[config.mk]
export PLATFORM = sky130hd
export DESIGN_NAME = bc_texture_block_decoder
export DESIGN_NICKNAME = d
export VERILOG_FILES = /design/src/design/bctd_pkg.sv /design/src/design/bctd_front.sv /design/src/design/bctd_queue.sv /design/src/design/bctd_back.sv /design/src/design/bc_texture_block_decoder.sv
export VERILOG_INCLUDE_DIRS = /design/src /design/src/design
export SDC_FILE = /design/constraint.sdc
export NUM_CORES = 2
export LEC_CHECK = 0
export BUFFER_PORTS_ARGS = -buffer_cell sky130_fd_sc_hd__buf_2
export CAP_MARGIN = 20
export CORE_MARGIN = 3
export CORE_UTILIZATION = 45
export DETAILED_ROUTE_END_ITERATION = 16
export HOLD_SLACK_MARGIN = 0.1
export PLACE_DENSITY = 0.61
export SKIP_CTS_REPAIR_TIMING = 1
export SYNTH_ARGS = -nofsm -noshare
export SYNTH_HDL_FRONTEND = slang
export SYNTH_HIERARCHICAL = 1
export SYNTH_SLANG_ARGS = --single-unit
export TNS_END_PERCENT = 20
[constraint.sdc]
create_clock -name clk -period 16.2 [get_ports clk]
set_input_delay 0 -clock clk [delete_from_list [all_inputs] [get_ports clk]]
set_output_delay 0 -clock clk [all_outputs]
set_load 0.1 [all_outputs]
[src/design/bc_texture_block_decoder_defines.svh]
// ----------------------------------------------------------------------------
// Block texture decoder assertion macros
// Shared concurrent assertion forms used by the decoder top level.
// ----------------------------------------------------------------------------
`ifndef BC_TEXTURE_BLOCK_DECODER_DEFINES_SVH
`define BC_TEXTURE_BLOCK_DECODER_DEFINES_SVH

// The consequent must hold in the same cycle as the antecedent.
`define BCTD_ASSERT_SAME(label, ante, cons, msg) \
  label: assert property (@(posedge clk) disable iff (!rst_n) (ante) |-> (cons)) \
    else $error(msg);

// The consequent must hold in the cycle after the antecedent.
`define BCTD_ASSERT_NEXT(label, ante, cons, msg) \
  label: assert property (@(posedge clk) disable iff (!rst_n) (ante) |=> (cons)) \
    else $error(msg);

`endif

[src/design/bctd_pkg.sv]
// ----------------------------------------------------------------------------
// Block texture decoder package
// Shared types, codes and small arithmetic helpers for the BC1/BC2/BC3 decoder.
// ----------------------------------------------------------------------------
`default_nettype none

package bctd_pkg;

  localparam logic [1:0] FMT_BC1 = 2'd0;
  localparam logic [1:0] FMT_BC2 = 2'd1;
  localparam logic [1:0] FMT_BC3 = 2'd2;

  localparam int CFG_IDX_W = 4;
  localparam logic [CFG_IDX_W-1:0] CFG_WIDTH  = 4'd0;
  localparam logic [CFG_IDX_W-1:0] CFG_HEIGHT = 4'd1;
  localparam logic [CFG_IDX_W-1:0] CFG_FORMAT = 4'd2;
  localparam logic [CFG_IDX_W-1:0] CFG_LUM    = 4'd3;

  localparam int DIM_REG_W = 15;
  localparam int Q_DEPTH   = 4;
  localparam int Q_AW      = 2;

  typedef struct packed {
    logic [DIM_REG_W-1:0] width;
    logic [DIM_REG_W-1:0] height;
    logic [1:0]           mode;
    logic                 lum;
  } cfg_t;

  typedef struct packed {
    logic        four_col;
    logic [7:0]  r0;
    logic [7:0]  g0;
    logic [7:0]  b0;
    logic [7:0]  r1;
    logic [7:0]  g1;
    logic [7:0]  b1;
    logic [31:0] cidx;
    logic [63:0] ablk;
    logic [11:0] bx;
    logic [11:0] by;
    logic [2:0]  nx;
    logic [2:0]  ny;
    logic        final_blk;
  } blk_desc_t;

  typedef struct packed {
    logic [13:0] x;
    logic [13:0] y;
    logic [7:0]  r;
    logic [7:0]  g;
    logic [7:0]  b;
    logic [7:0]  a;
    logic        last_blk;
    logic        last_img;
  } pix_t;

  // c * 255 / 31 written as 8c + floor(7c / 31).
  function automatic logic [7:0] exp5(input logic [4:0] c);
    logic [7:0]  c7;
    logic [16:0] p;
    c7 = 8'(c) * 8'd7;
    p  = 17'(c7) * 17'd265;
    return 8'({c, 3'b000}) + 8'(p >> 13);
  endfunction

  // c * 255 / 63 written as 4c + floor(c / 21).
  function automatic logic [7:0] exp6(input logic [5:0] c);
    logic [11:0] p;
    p = 12'(c) * 12'd49;
    return 8'({c, 2'b00}) + 8'(p >> 10);
  endfunction

  function automatic logic [7:0] div3(input logic [9:0] x);
    logic [20:0] p;
    p = 21'(x) * 21'd683;
    return 8'(p >> 11);
  endfunction

  function automatic logic [7:0] div7(input logic [10:0] x);
    logic [23:0] p;
    p = 24'(x) * 24'd2341;
    return 8'(p >> 14);
  endfunction

  function automatic logic [7:0] div5(input logic [10:0] x);
    logic [23:0] p;
    p = 24'(x) * 24'd3277;
    return 8'(p >> 14);
  endfunction

endpackage

`default_nettype wire

[src/design/bctd_front.sv]
// ----------------------------------------------------------------------------
// Block texture decoder front end
// Accepts compressed blocks, tracks the block position, clips against the
// image and queues a descriptor for every block that has in-image pixels.
// ----------------------------------------------------------------------------
`default_nettype none

module bctd_front
  import bctd_pkg::*;
#(
  parameter int MAX_DIM = 16384
) (
  input  wire logic         clk,
  input  wire logic         rst_n,
  input  wire cfg_t         cfg,
  input  wire logic         in_tvalid,
  output logic              in_tready,
  input  wire logic [127:0] in_tdata,
  input  wire logic         q_full,
  output logic              q_push,
  output blk_desc_t         q_desc
);

  localparam int EW   = $clog2(MAX_DIM + 1);
  localparam int BMAX = (MAX_DIM + 3) / 4;
  localparam int CW   = (BMAX > 1) ? $clog2(BMAX) : 1;
  localparam int DW   = ((CW + 2) > EW) ? (CW + 2) : EW;

  logic [EW-1:0] w_eff, h_eff;
  logic [EW:0]   w_sum, h_sum;
  logic [CW:0]   bw, bh;
  logic [CW-1:0] col_r, row_r, col_nxt, row_nxt;
  logic [CW:0]   col_inc, row_inc;
  logic [DW-1:0] px0, py0, wd, hd, dx, dy;
  logic [2:0]    nx, ny;
  logic [15:0]   c0, c1;
  logic          accept;

  always_comb begin
    if (cfg.width == '0) begin
      w_eff = EW'(1);
    end else if (32'(cfg.width) > 32'(MAX_DIM)) begin
      w_eff = EW'(MAX_DIM);
    end else begin
      w_eff = EW'(cfg.width);
    end
    if (cfg.height == '0) begin
      h_eff = EW'(1);
    end else if (32'(cfg.height) > 32'(MAX_DIM)) begin
      h_eff = EW'(MAX_DIM);
    end else begin
      h_eff = EW'(cfg.height);
    end
  end

  assign w_sum = (EW+1)'(w_eff) + (EW+1)'(3);
  assign h_sum = (EW+1)'(h_eff) + (EW+1)'(3);
  assign bw    = (CW+1)'(w_sum >> 2);
  assign bh    = (CW+1)'(h_sum >> 2);

  assign col_inc = (CW+1)'(col_r) + (CW+1)'(1);
  assign row_inc = (CW+1)'(row_r) + (CW+1)'(1);

  assign px0 = DW'({col_r, 2'b00});
  assign py0 = DW'({row_r, 2'b00});
  assign wd  = DW'(w_eff);
  assign hd  = DW'(h_eff);
  assign dx  = wd - px0;
  assign dy  = hd - py0;

  always_comb begin
    if (px0 >= wd) begin
      nx = 3'd0;
    end else if (dx >= DW'(4)) begin
      nx = 3'd4;
    end else begin
      nx = dx[2:0];
    end
    if (py0 >= hd) begin
      ny = 3'd0;
    end else if (dy >= DW'(4)) begin
      ny = 3'd4;
    end else begin
      ny = dy[2:0];
    end
  end

  always_comb begin
    col_nxt = col_r;
    row_nxt = row_r;
    if (col_inc >= bw) begin
      col_nxt = '0;
      if (row_inc >= bh) begin
        row_nxt = '0;
      end else begin
        row_nxt = row_inc[CW-1:0];
      end
    end else begin
      col_nxt = col_inc[CW-1:0];
    end
  end

  assign c0        = in_tdata[15:0];
  assign c1        = in_tdata[31:16];
  assign in_tready = !q_full;
  assign accept    = in_tvalid && in_tready;
  assign q_push    = accept && (nx != 3'd0) && (ny != 3'd0);

  always_comb begin
    q_desc.four_col  = (cfg.mode != FMT_BC1) || (c0 > c1);
    q_desc.r0        = exp5(c0[15:11]);
    q_desc.g0        = exp6(c0[10:5]);
    q_desc.b0        = exp5(c0[4:0]);
    q_desc.r1        = exp5(c1[15:11]);
    q_desc.g1        = exp6(c1[10:5]);
    q_desc.b1        = exp5(c1[4:0]);
    q_desc.cidx      = in_tdata[63:32];
    q_desc.ablk      = in_tdata[127:64];
    q_desc.bx        = 12'(col_r);
    q_desc.by        = 12'(row_r);
    q_desc.nx        = nx;
    q_desc.ny        = ny;
    q_desc.final_blk = (col_inc == bw) && (row_inc == bh);
  end

  always_ff @(posedge clk) begin
    if (!rst_n) begin
      col_r <= '0;
      row_r <= '0;
    end else if (accept) begin
      col_r <= col_nxt;
      row_r <= row_nxt;
    end
  end

endmodule

`default_nettype wire

[src/design/bctd_queue.sv]
// ----------------------------------------------------------------------------
// Block texture decoder descriptor queue
// Short first-in first-out buffer between the front end and the pixel engine.
// ----------------------------------------------------------------------------
`default_nettype none

module bctd_queue
  import bctd_pkg::*;
(
  input  wire logic      clk,
  input  wire logic      rst_n,
  input  wire logic      push,
  input  wire blk_desc_t push_desc,
  input  wire logic      pop,
  output blk_desc_t      head_desc,
  output logic           full,
  output logic           empty
);

  blk_desc_t         entry_r [Q_DEPTH];
  logic [Q_AW-1:0]   wr_ptr_r, rd_ptr_r;
  logic [Q_AW:0]     count_r;
  logic              do_push, do_pop;

  assign full      = (count_r == (Q_AW+1)'(Q_DEPTH));
  assign empty     = (count_r == '0);
  assign do_push   = push && !full;
  assign do_pop    = pop && !empty;
  assign head_desc = entry_r[rd_ptr_r];

  always_ff @(posedge clk) begin
    if (!rst_n) begin
      wr_ptr_r <= '0;
      rd_ptr_r <= '0;
      count_r  <= '0;
    end else begin
      if (do_push) begin
        wr_ptr_r <= wr_ptr_r + Q_AW'(1);
      end
      if (do_pop) begin
        rd_ptr_r <= rd_ptr_r + Q_AW'(1);
      end
      if (do_push && !do_pop) begin
        count_r <= count_r + (Q_AW+1)'(1);
      end else if (do_pop && !do_push) begin
        count_r <= count_r - (Q_AW+1)'(1);
      end
    end
  end

  always_ff @(posedge clk) begin
    if (do_push) begin
      entry_r[wr_ptr_r] <= push_desc;
    end
  end

endmodule

`default_nettype wire

[src/design/bctd_back.sv]
// ----------------------------------------------------------------------------
// Block texture decoder pixel engine
// Builds the colour and alpha palettes of a queued block, walks its in-image
// pixels one per cycle unless stalled; if lum is on, alpha becomes luminance.
// ----------------------------------------------------------------------------
`default_nettype none

module bctd_back
  import bctd_pkg::*;
(
  input  wire logic        clk,
  input  wire logic        rst_n,
  input  wire cfg_t        cfg,
  input  wire logic        q_empty,
  input  wire blk_desc_t   q_head,
  output logic             q_pop,
  output logic             out_tvalid,
  input  wire logic        out_tready,
  output logic [63:0]      out_tdata,
  output logic             out_tlast,
  output logic             out_tuser
);

  logic        en;
  logic        blk_valid_r;
  blk_desc_t   blk_r;
  logic [1:0]  x_r, y_r;
  logic [7:0]  pal_r_r [4];
  logic [7:0]  pal_g_r [4];
  logic [7:0]  pal_b_r [4];
  logic [7:0]  pal_a_r [8];
  logic [7:0]  np_r [4];
  logic [7:0]  np_g [4];
  logic [7:0]  np_b [4];
  logic [7:0]  np_a [8];
  logic        blk_done;
  logic [3:0]  pix_idx;
  logic [1:0]  ci;
  logic [5:0]  aidx_pos;
  logic [3:0]  nib;
  pix_t        s1_nxt;

  logic        s1_valid_r, s2_valid_r, s3_valid_r, s4_valid_r;
  pix_t        s1_r, s2_r, s3_r, s4_r;
  pix_t        s4_nxt;
  logic [17:0] s2_sum_r, s3_sum_r;
  logic [17:0] sum_nxt;
  logic [28:0] q_prod;
  logic [7:0]  s3_q_r;
  logic [17:0] rem;
  logic [7:0]  q_fix;

  assign en       = !s4_valid_r || out_tready;
  assign blk_done = blk_valid_r && ({1'b0, x_r} == (blk_r.nx - 3'd1))
                    && ({1'b0, y_r} == (blk_r.ny - 3'd1));
  assign q_pop    = en && (!blk_valid_r || blk_done) && !q_empty;

  always_comb begin
    np_r[0] = q_head.r0;
    np_g[0] = q_head.g0;
    np_b[0] = q_head.b0;
    np_r[1] = q_head.r1;
    np_g[1] = q_head.g1;
    np_b[1] = q_head.b1;
    if (q_head.four_col) begin
      np_r[2] = div3(10'({q_head.r0, 1'b0}) + 10'(q_head.r1));
      np_g[2] = div3(10'({q_head.g0, 1'b0}) + 10'(q_head.g1));
      np_b[2] = div3(10'({q_head.b0, 1'b0}) + 10'(q_head.b1));
      np_r[3] = div3(10'(q_head.r0) + 10'({q_head.r1, 1'b0}));
      np_g[3] = div3(10'(q_head.g0) + 10'({q_head.g1, 1'b0}));
      np_b[3] = div3(10'(q_head.b0) + 10'({q_head.b1, 1'b0}));
    end else begin
      np_r[2] = 8'((9'(q_head.r0) + 9'(q_head.r1)) >> 1);
      np_g[2] = 8'((9'(q_head.g0) + 9'(q_head.g1)) >> 1);
      np_b[2] = 8'((9'(q_head.b0) + 9'(q_head.b1)) >> 1);
      np_r[3] = 8'd0;
      np_g[3] = 8'd0;
      np_b[3] = 8'd0;
    end
  end

  always_comb begin
    np_a[0] = q_head.ablk[7:0];
    np_a[1] = q_head.ablk[15:8];
    for (int k = 1; k <= 6; k++) begin
      if (q_head.ablk[7:0] > q_head.ablk[15:8]) begin
        np_a[k+1] = div7(11'(7 - k) * 11'(q_head.ablk[7:0])
                         + 11'(k) * 11'(q_head.ablk[15:8]));
      end else if (k <= 4) begin
        np_a[k+1] = div5(11'(5 - k) * 11'(q_head.ablk[7:0])
                         + 11'(k) * 11'(q_head.ablk[15:8]));
      end else if (k == 5) begin
        np_a[k+1] = 8'd0;
      end else begin
        np_a[k+1] = 8'd255;
      end
    end
  end

  assign pix_idx  = {y_r, x_r};
  assign ci       = blk_r.cidx[{pix_idx, 1'b0} +: 2];
  assign aidx_pos = 6'd16 + 6'(pix_idx) * 6'd3;
  assign nib      = blk_r.ablk[{pix_idx, 2'b00} +: 4];

  always_comb begin
    s1_nxt.x        = 14'({blk_r.bx, x_r});
    s1_nxt.y        = 14'({blk_r.by, y_r});
    s1_nxt.r        = pal_r_r[ci];
    s1_nxt.g        = pal_g_r[ci];
    s1_nxt.b        = pal_b_r[ci];
    s1_nxt.last_blk = blk_done;
    s1_nxt.last_img = blk_done && blk_r.final_blk;
    unique case (cfg.mode)
      FMT_BC1: begin
        s1_nxt.a = (ci == 2'd3 && !blk_r.four_col) ? 8'd0 : 8'd255;
      end
      FMT_BC2: begin
        s1_nxt.a = {nib, nib};
      end
      default: begin
        s1_nxt.a = pal_a_r[blk_r.ablk[aidx_pos +: 3]];
      end
    endcase
  end

  assign sum_nxt = 18'(s1_r.r) * 18'd299 + 18'(s1_r.g) * 18'd587
                 + 18'(s1_r.b) * 18'd114;
  assign q_prod  = 29'(s2_sum_r) * 29'd1048;
  assign rem     = s3_sum_r - 18'(s3_q_r) * 18'd1000;
  assign q_fix   = (rem >= 18'd1000) ? (s3_q_r + 8'd1) : s3_q_r;

  always_comb begin
    s4_nxt = s3_r;
    if (cfg.lum) begin
      s4_nxt.a = q_fix;
    end
  end

  always_ff @(posedge clk) begin
    if (!rst_n) begin
      blk_valid_r <= 1'b0;
      x_r         <= '0;
      y_r         <= '0;
      s1_valid_r  <= 1'b0;
      s2_valid_r  <= 1'b0;
      s3_valid_r  <= 1'b0;
      s4_valid_r  <= 1'b0;
    end else if (en) begin
      if (q_pop) begin
        blk_valid_r <= 1'b1;
        x_r         <= '0;
        y_r         <= '0;
      end else if (blk_done) begin
        blk_valid_r <= 1'b0;
      end else if (blk_valid_r) begin
        if ({1'b0, x_r} == (blk_r.nx - 3'd1)) begin
          x_r <= '0;
          y_r <= y_r + 2'd1;
        end else begin
          x_r <= x_r + 2'd1;
        end
      end
      s1_valid_r <= blk_valid_r;
      s2_valid_r <= s1_valid_r;
      s3_valid_r <= s2_valid_r;
      s4_valid_r <= s3_valid_r;
    end
  end

  always_ff @(posedge clk) begin
    if (q_pop) begin
      blk_r   <= q_head;
      pal_r_r <= np_r;
      pal_g_r <= np_g;
      pal_b_r <= np_b;
      pal_a_r <= np_a;
    end
    if (en) begin
      s1_r     <= s1_nxt;
      s2_r     <= s1_r;
      s2_sum_r <= sum_nxt;
      s3_r     <= s2_r;
      s3_sum_r <= s2_sum_r;
      s3_q_r   <= 8'(q_prod >> 20);
      s4_r     <= s4_nxt;
    end
  end

  assign out_tvalid = s4_valid_r;
  assign out_tdata  = {4'b0000, s4_r.a, s4_r.b, s4_r.g, s4_r.r, s4_r.y, s4_r.x};
  assign out_tlast  = s4_r.last_blk;
  assign out_tuser  = s4_r.last_img;

endmodule

`default_nettype wire

[src/design/bc_texture_block_decoder.sv]
// ----------------------------------------------------------------------------
// Block texture decoder top level
// BC1/BC2/BC3 block decompression to 8-bit RGBA pixels in block order.
// ----------------------------------------------------------------------------
// Each input transaction carries one compressed 4x4 block, in raster block
// order over the image. The block keeps its own block column and row, and
// both return to zero after the last block of the image.
// Each output transaction carries one in-image pixel of a block, row by row
// and left to right; tlast marks the last pixel of a block and tuser the
// last pixel of the image. Blocks wholly outside the image yield nothing.
// The first pixel of a block passes through the descriptor queue, the block
// register and pipeline stages s1 to s4. The pixel engine produces one pixel
// per cycle while blocks are queued and the receiver does not stall; the
// front end takes one block per cycle while the four-entry descriptor queue
// has room.
// When the receiver stalls, the pixel pipeline holds, the queue fills and
// then in_tready drops. Reset clears the position, the queue and the
// pipeline and loads width 4, height 4, BC1 and luminance alpha off.
// Configuration must be written only while no transaction is in flight; not enforced.
// ----------------------------------------------------------------------------
`default_nettype none

`include "bc_texture_block_decoder_defines.svh"

module bc_texture_block_decoder
  import bctd_pkg::*;
#(
  parameter int MAX_DIM = 16384
) (
  input  wire logic                 clk,
  input  wire logic                 rst_n,
  input  wire logic                 cfg_wr_en,
  input  wire logic [CFG_IDX_W-1:0] cfg_index,
  input  wire logic [DIM_REG_W-1:0] cfg_wdata,
  input  wire logic                 in_tvalid,
  output logic                      in_tready,
  // [63:0] color_block, [127:64] alpha_block
  input  wire logic [127:0]         in_tdata,
  output logic                      out_tvalid,
  input  wire logic                 out_tready,
  // [13:0] pixel_x, [27:14] pixel_y, [35:28] red, [43:36] green,
  // [51:44] blue, [59:52] alpha, [63:60] zero
  output logic [63:0]               out_tdata,
  output logic                      out_tlast,
  // [0] last_in_image
  output logic                      out_tuser
);

  logic [DIM_REG_W-1:0] width_r, height_r;
  logic [1:0]           mode_r;
  logic                 lum_r;
  cfg_t                 cfg;
  logic                 q_push, q_pop, q_full, q_empty;
  blk_desc_t            q_in, q_head;

  always_ff @(posedge clk) begin
    if (!rst_n) begin
      width_r  <= DIM_REG_W'(4);
      height_r <= DIM_REG_W'(4);
      mode_r   <= FMT_BC1;
      lum_r    <= 1'b0;
    end else if (cfg_wr_en) begin
      case (cfg_index)
        CFG_WIDTH:  width_r  <= cfg_wdata;
        CFG_HEIGHT: height_r <= cfg_wdata;
        CFG_FORMAT: mode_r   <= cfg_wdata[1:0];
        CFG_LUM:    lum_r    <= cfg_wdata[0];
        default: begin
        end
      endcase
    end
  end

  always_comb begin
    cfg.width  = width_r;
    cfg.height = height_r;
    cfg.mode   = mode_r;
    cfg.lum    = lum_r;
  end

  bctd_front #(
    .MAX_DIM (MAX_DIM)
  ) u_front (
    .clk       (clk),
    .rst_n     (rst_n),
    .cfg       (cfg),
    .in_tvalid (in_tvalid),
    .in_tready (in_tready),
    .in_tdata  (in_tdata),
    .q_full    (q_full),
    .q_push    (q_push),
    .q_desc    (q_in)
  );

  bctd_queue u_queue (
    .clk       (clk),
    .rst_n     (rst_n),
    .push      (q_push),
    .push_desc (q_in),
    .pop       (q_pop),
    .head_desc (q_head),
    .full      (q_full),
    .empty     (q_empty)
  );

  bctd_back u_back (
    .clk        (clk),
    .rst_n      (rst_n),
    .cfg        (cfg),
    .q_empty    (q_empty),
    .q_head     (q_head),
    .q_pop      (q_pop),
    .out_tvalid (out_tvalid),
    .out_tready (out_tready),
    .out_tdata  (out_tdata),
    .out_tlast  (out_tlast),
    .out_tuser  (out_tuser)
  );

  `BCTD_ASSERT_SAME(a_push_not_full, q_push, !q_full, "descriptor pushed into a full queue")
  `BCTD_ASSERT_SAME(a_pop_not_empty, q_pop, !q_empty, "descriptor popped from an empty queue")
  `BCTD_ASSERT_SAME(a_image_end_ends_block, out_tvalid && out_tuser, out_tlast,
                    "image end flagged on a pixel that does not end its block")
  `BCTD_ASSERT_NEXT(a_full_blocks_input, q_full && !q_pop, !in_tready || !q_full,
                    "queue overflow risk after a full cycle without a pop")

endmodule

`default_nettype wire
* After elaboration in Yosys (flattened, before gate mapping) *
Memories as Yosys holds them, arrays and structs flattened. A register that Yosys moved wholly into a read port is not among the register bits.
Cells that the tools add are included.
W data, S select, Z words.

storage, ports and cells
  register bits = 653
  RAM bits = 704
  bits of input ports = 152
  output and inout bits = 68
  logic and storage cells = 284
  memories = 1

operators by class
  add/subtract/negate cells = 44
  multipliers = 38
  order comparisons = 13
  equality and inequality tests = 11
  shift-type cells = 3
  muxes and demuxes = 49
  bitwise gates (word level) = 2
  reductions and logical operators = 44

memories
  name             words  width  read ports  clocked after Yosys merged registers in  wr ports  line              text
  u_queue.entry_r  4      176    1           1                                        1         bctd_queue.sv:20  blk_desc_t entry_r [Q_DEPTH];

operators with widths
  cell                      number
  $mul A11 B12 Y22 const B  10
  $mux W8                   15
  $mul A10 B10 Y19 const B  6
  $mul A8 B9 Y17 const B    5
  $shiftx A64 B7 Y3         1
  $shiftx A64 B7 Y4         1
  $mux W15                  4
  $bmux W8 S2               3
  $mux W16                  3
  $mul A2 B8 Y10 const A    4
  $add A8 B4 Y8             4
  $mul A5 B3 Y8 const B     4
  $shiftx A32 B6 Y2         1
  $add A15 B2 Y15 const B   2
  $add A8 B9 Y10            3
  $add A9 B8 Y10            3
  $ge A14 B15 Y1            2
  $ge A15 B3 Y1 const B     2
  $gt A15 B15 Y1 const B    2
  $logic_not A15 Y1         2
  $sub A15 B14 Y15          2
  $add A8 B8 Y9             3
  $add A12 B1 Y13 const B   2
  $eq A13 B13 Y1            2
  other kinds (57)          118

* Longest topological paths before layout *
  word-level depth = 15
  gate-level depth with buffers = 38
  mapped depth without buffers = 35

* By module *
The synthesis kept the hierarchy.

by module, submodules not included
  module                    instances  cells an instance  area an instance (µm²)
  bctd_back                 1          5278               61205.0
  bctd_queue                1          968                25877.3
  bctd_front                1          1106               9031.2
  bc_texture_block_decoder  1          128                1297.5

* Least setup slack after synthesis *
OpenSTA, ideal clock, no wires.

  path kind = flip-flop to flip-flop
  start point = reg u_back.x_r[0]
  end point = reg u_queue.count_r[2]
  data arrival time = 10.322 ns
  path slack = 5.803 ns
  stages on the path, launching flop included = 16
  path buffers = 3
  period minus slack after synthesis = 10.397 ns
  cell sequence = dfxtp_1 -> buf_2 -> buf_4 -> buf_4 -> xnor2_1 -> nor3_1 -> and4_1 -> nand2b_1 -> and2_1 -> o31ai_1 -> ha_1 -> inv_1 -> fa_1 -> xor2_1 -> or3_1 -> a21boi_0

on the way
  longest elaborated chain between the ends = 10
  elaborated cells on any way between the ends = 12

RTL lines
  item                                           line                            text
  start: declaration                             bctd_back.sv:27                 logic [1:0] x_r, y_r;
  start signal: assignment                       bctd_back.sv:160                x_r <= x_r + 2'd1;
  $eq A2 B3 Y1 (*)                               bctd_back.sv:54                 assign blk_done = blk_valid_r && ({1'b0, x_r} == (blk_r.nx - 3'd1))
  $logic_and A1 B1 Y1 (*)                        bctd_back.sv:54
  $logic_and A1 B1 Y1 (*)                        bctd_back.sv:55                 && ({1'b0, y_r} == (blk_r.ny - 3'd1));
  via u_back.blk_done                            bctd_back.sv:36                 logic blk_done;
  $logic_or A1 B1 Y1 (*)                         bctd_back.sv:56                 assign q_pop = en && (!blk_valid_r || blk_done) && !q_empty;
  $logic_and A1 B1 Y1 (*) (2 in series)          bctd_back.sv:56
  via q_pop                                      bc_texture_block_decoder.sv:53  logic q_push, q_pop, q_full, q_empty;
  $logic_and A1 B1 Y1 (*)                        bctd_queue.sv:28                assign do_pop = pop && !empty;
  $logic_not A1 Y1                               bctd_queue.sv:43                if (do_push && !do_pop) begin
  $logic_and A1 B1 Y1                            bctd_queue.sv:43
  $mux W3 or $reduce_bool A2 Y1 (tied branches)  -
  end signal: assignment                         bctd_queue.sv:44                count_r <= count_r + (Q_AW+1)'(1);
  end signal: assignment                         bctd_queue.sv:46                count_r <= count_r - (Q_AW+1)'(1);
  end: declaration                               bctd_queue.sv:22                logic [Q_AW:0] count_r;

Mark *: on every way through the listed nets, which the timed path passes. The rest lies on a longest branch.
A chain may end at the register's enable or synchronous reset.

==> impl.org <==
** Clock network
- After clock tree synthesis, the clock-pin slew on the worst setup and hold paths is 60 ps.
- TritonCTS built the clock tree.
- In this run the number of H-tree levels came out at 4.
- Clock tree synthesis selected as its root buffer the cell sky130_fd_sc_hd__clkbuf_16.
- Clk_lat worst skew :: 800 ps
- TritonCTS created 147 clock buffers.
- Counting along the longest clock path gives a buffer depth of 3.
- CTS Sinks :: 1340

** Critical path
- Along the worst path, the maximum fanout reaches 41.
- Slowest library cell on the worst path :: sky130_fd_sc_hd__mux4_2
- The worst setup path is captured at a flip-flop.
- Setup slack on the worst reg-to-reg path comes out at 6090 ps.
- Data on the critical path is required at its endpoint by 16700 ps.
- The worst register-to-register path has a depth of 31.
- Crit path largest cell delay :: 970 ps
- End of the worst register-to-register path :: u_back/pal_a_r[39]$_DFFE_PP_
- Crit-path most repeated cell :: sky130_fd_sc_hd__ha_1
- Arrival time reported for the critical path endpoint :: 10610 ps
- STA classifies the critical path startpoint as a flip-flop.
- The critical path in this run is classified as reg2reg.

** Finish
- Sequential cell area :: 39500 um^2
- After filler insertion, the fill cell instance count of the layout stands at 18607.
- Synthesis-to-finish area growth :: 11.7%
- Of the cells placed in the final design, the portion with a size suffix greater than 1 is 0.103.
- In the final design database the tool counted 10192 nets.
- Area occupied by multi-input gates :: 52300 um^2

** Global route
- Total global routing overflow :: 0
- In the global route stage, met3 resource usage came out at 0.0264.
- The number of antenna violations at the first check in global routing is 24.
- In the global route stage, met1 resource usage came out at 0.260.
- Total track usage :: 0.197
- Entering global routing, the biggest net connects 124 pins.
- After global routing, the most crowded layer is met2.
- For met2 alone, demand over resource in global routing was 0.343.
- Number of global-route vias before repair :: 59902
- The first global-routing pass estimated 342 mm of wire.

** Yosys
- Top FF cell, synth :: sky130_fd_sc_hd__edfxtp_1
- Top cell types by occurrence after synthesis :: 1597 x sky130_fd_sc_hd__ha_1, 1265 x sky130_fd_sc_hd__edfxtp_1, 1088 x sky130_fd_sc_hd__inv_1
- Post-synthesis cell type with the largest combined area :: sky130_fd_sc_hd__edfxtp_1
- Counting flops with a built-in enable in the synthesized netlist gives 1265.
- Proportion of register bits with asynchronous set or reset after synthesis :: 0
- Number of register bits inferred by synthesis :: 1340
- The Yosys step of the flow raised 6 warnings.
- After synthesis the cells add up to 97400 um^2.
- The share of the Yosys chip area taken by registers is 0.405.
- Most frequent cell after synthesis :: sky130_fd_sc_hd__ha_1
- Counting distinct cell types in the post-synthesis netlist gives 103.
- Synthesis produced 7480 cells.
- Top cell type's share of synthesized area :: 0.390
- In this run the mean area of a mapped cell was 13.0 um^2.
- Yosys attributes the largest share of cell area to sky130_fd_sc_hd__edfxtp_1 39%, sky130_fd_sc_hd__ha_1 21%, sky130_fd_sc_hd__fa_1 10%.

** Timing
- Setup repair after global routing left no endpoint under its margin.
- Final setup skew :: 48.7 ps
- For this run, the top clock speed supported by timing is 98.9 MHz.
- Setup violations remaining at the end of the flow were counted as 0.
- Setup slack of the critical path after layout :: 6090 ps
- The number of hold violations in the final report is 0.
- Fin crit share :: 0.624
- The worst pin sits at a relative slew slack of 0.261.
- In the final timing run, aggregate negative setup slack is 0 ps.
- The max-slew violation count came to 0.
- Actual slew at the worst max-slew pin :: 1100 ps
- The worst path in the final design needs a cycle of 10110 ps, including I/O delays and setup.

** Placement
- Count of input and output buffers :: 215
- Timing analysis after detailed placement gives a worst setup slack of 6040 ps.
- Weighted congestion at the end of routability-driven global placement :: 0.886
- HPWL after detailed placement :: 165 mm

** Drt
- For this block, the initial DRC count from the detailed router was 3325.
- Via density :: 5.32
- After detailed routing, the number of remaining DRC violations is 0.
- 1st-pass router iterations :: 5
- The routed design has 218 mm of wire.
- Number of vias after detailed routing :: 57979
- Dividing the detail-routed wire length by the instance count gives 20.0 um.
- The count of nets left with antenna violations once routing finished came out at 0.

** Die
- In this run the horizontal extent of the chip is 471 um.
- # rows :: 170
- Area inside the core boundary :: 215000 um^2
- Height of the die :: 471 um
- Die area :: 222000 um^2
- Io pins :: 220
- Initial standard-cell utilization of the core :: 0.453

** Status
- Outcome :: finished clean

** Min path
- The worst hold path was traced through 4 stages.
- The worst hold path belongs to the class in2reg.
- Beginning of the worst hold path :: cfg_wdata[0]
- Worst-case hold path end point :: height_r[0]$_SDFFE_PN0P_

** Job
- Max-cap violations :: 0
## registers in the layout, indices dropped and copies added (netlist names), 2 cells and up, named ones only
name              count
u_front/col_r        12
u_back/s3_sum_r      15
u_back/y_r            2
u_back/s2_sum_r      18
u_back/out_tdata     60
u_back/pal_b_r       32
u_queue/wr_ptr_r      2
u_queue/rd_ptr_r      2
u_back/pal_g_r       32
u_back/blk_r        128
u_front/row_r        12
height_r             15
u_back/s1_r          62
u_back/pal_a_r       48
u_back/s3_r          62
width_r              15
mode_r                2
u_back/s2_r          62
u_queue/entry_r     704
u_queue/count_r       3
u_back/x_r            2
u_back/pal_r_r       32
u_back/s3_q_r         8
## layout make-up
class                           instances  share of cell area
Inverter                             1092              0.0378
Clock inverter                         88              0.0102
Multi-Input combinational cell       4818               0.481
Sequential cell                      1340               0.363
Timing Repair Buffer                  539              0.0395
Antenna cell                           13            0.000299
Clock buffer                          174              0.0357
Tap cell                             2838              0.0326
## worst max-delay path: cells and delay by family, from the launching register on
| family | cells | cell delay [ps] |
|---|---|---|
| AOI/OAI and AO/OA | 11 | 2810 |
| xor gates and xnor gates | 2 | 630 |
| DFF | 1 | 930 |
| and+or+nand+nor | 3 | 360 |
| buffers and inverters | 4 | 490 |
| muxes | 2 | 1030 |
| adders and majority gates | 9 | 3480 |
## cells in the final DEF (no fill, tap or decap), drive strengths merged, types with 33 or more instances in the layout
cell type,n
ha,1597
edfxtp,1265
inv,1099
fa,505
xnor2,310
a21oi,310
dlygate4sd3,282
mux4,282
buf,257
nor2,226
nand2,224
clkbuf,174
o21ai,142
xor2,122
mux2i,99
a21o,91
nand3,88
o21bai,81
dfxtp,75
nor2b,72
nor3,65
clkinv,55
nand4,41
a211oi,39
and3,39
and2,38
o21a,36
nand2b,33
## cell families after synthesis
| group | share of synthesized area |
|---|---|
| XOR/XNOR | 0.0392 |
| flip-flops | 0.405 |
| other | 0.0000385 |
| AND/OR/NAND/NOR | 0.0496 |
| adder cells (fa/ha/maj) | 0.309 |
| multiplexers | 0.0761 |
| AO/OA/AOI/OAI | 0.0625 |
| buffers and inverters | 0.0584 |
## how the worst max path moves through the flow
| stage | depth (start not counted) | endpoint | slack, ps | start |
|---|---|---|---|---|
| floorplan | 15 | u_queue/count_r[2]$_SDFFE_PN0P_ | 5800 | u_back/x_r[0]$_SDFFE_PN0P_ |
| CTS | 31 | u_back/pal_a_r[39]$_DFFE_PP_ | 6000 | flip-flop |
| finish | 31 | u_back/pal_a_r[39]$_DFFE_PP_ | 6090 | flip-flop |
| detailed placement | 31 | u_back/pal_a_r[39]$_DFFE_PP_ | 6040 | flip-flop |
| global placement | 31 | u_back/pal_a_r[39]$_DFFE_PP_ | 6170 | flip-flop |
| global route | 31 | u_back/pal_a_r[39]$_DFFE_PP_ | 5340 | flip-flop |
## through the flow
step	hold slack, ps	instances	util	cell area (um^2)
after floorplan	118	7483	-	97400
after global placement	212	10342	0.470	101000
after detailed placement	216	10343	0.470	101000
after CTS	-675	10605	0.493	106000
after global routing	104	10898	0.506	109000
final	107	10902	0.506	109000
## layer usage
layer	vias up	routed length, um	share of wire
met5	-	7	0.000032
met3	263	7130	0.033
met4	2	5580	0.026
met1	28946	96800	0.44
li1	27864	-	-
met2	904	108000	0.50
Power is left out: the tool's default activity adds up to more than one toggle a clock period on the data nets, which glitch-free logic cannot reach.
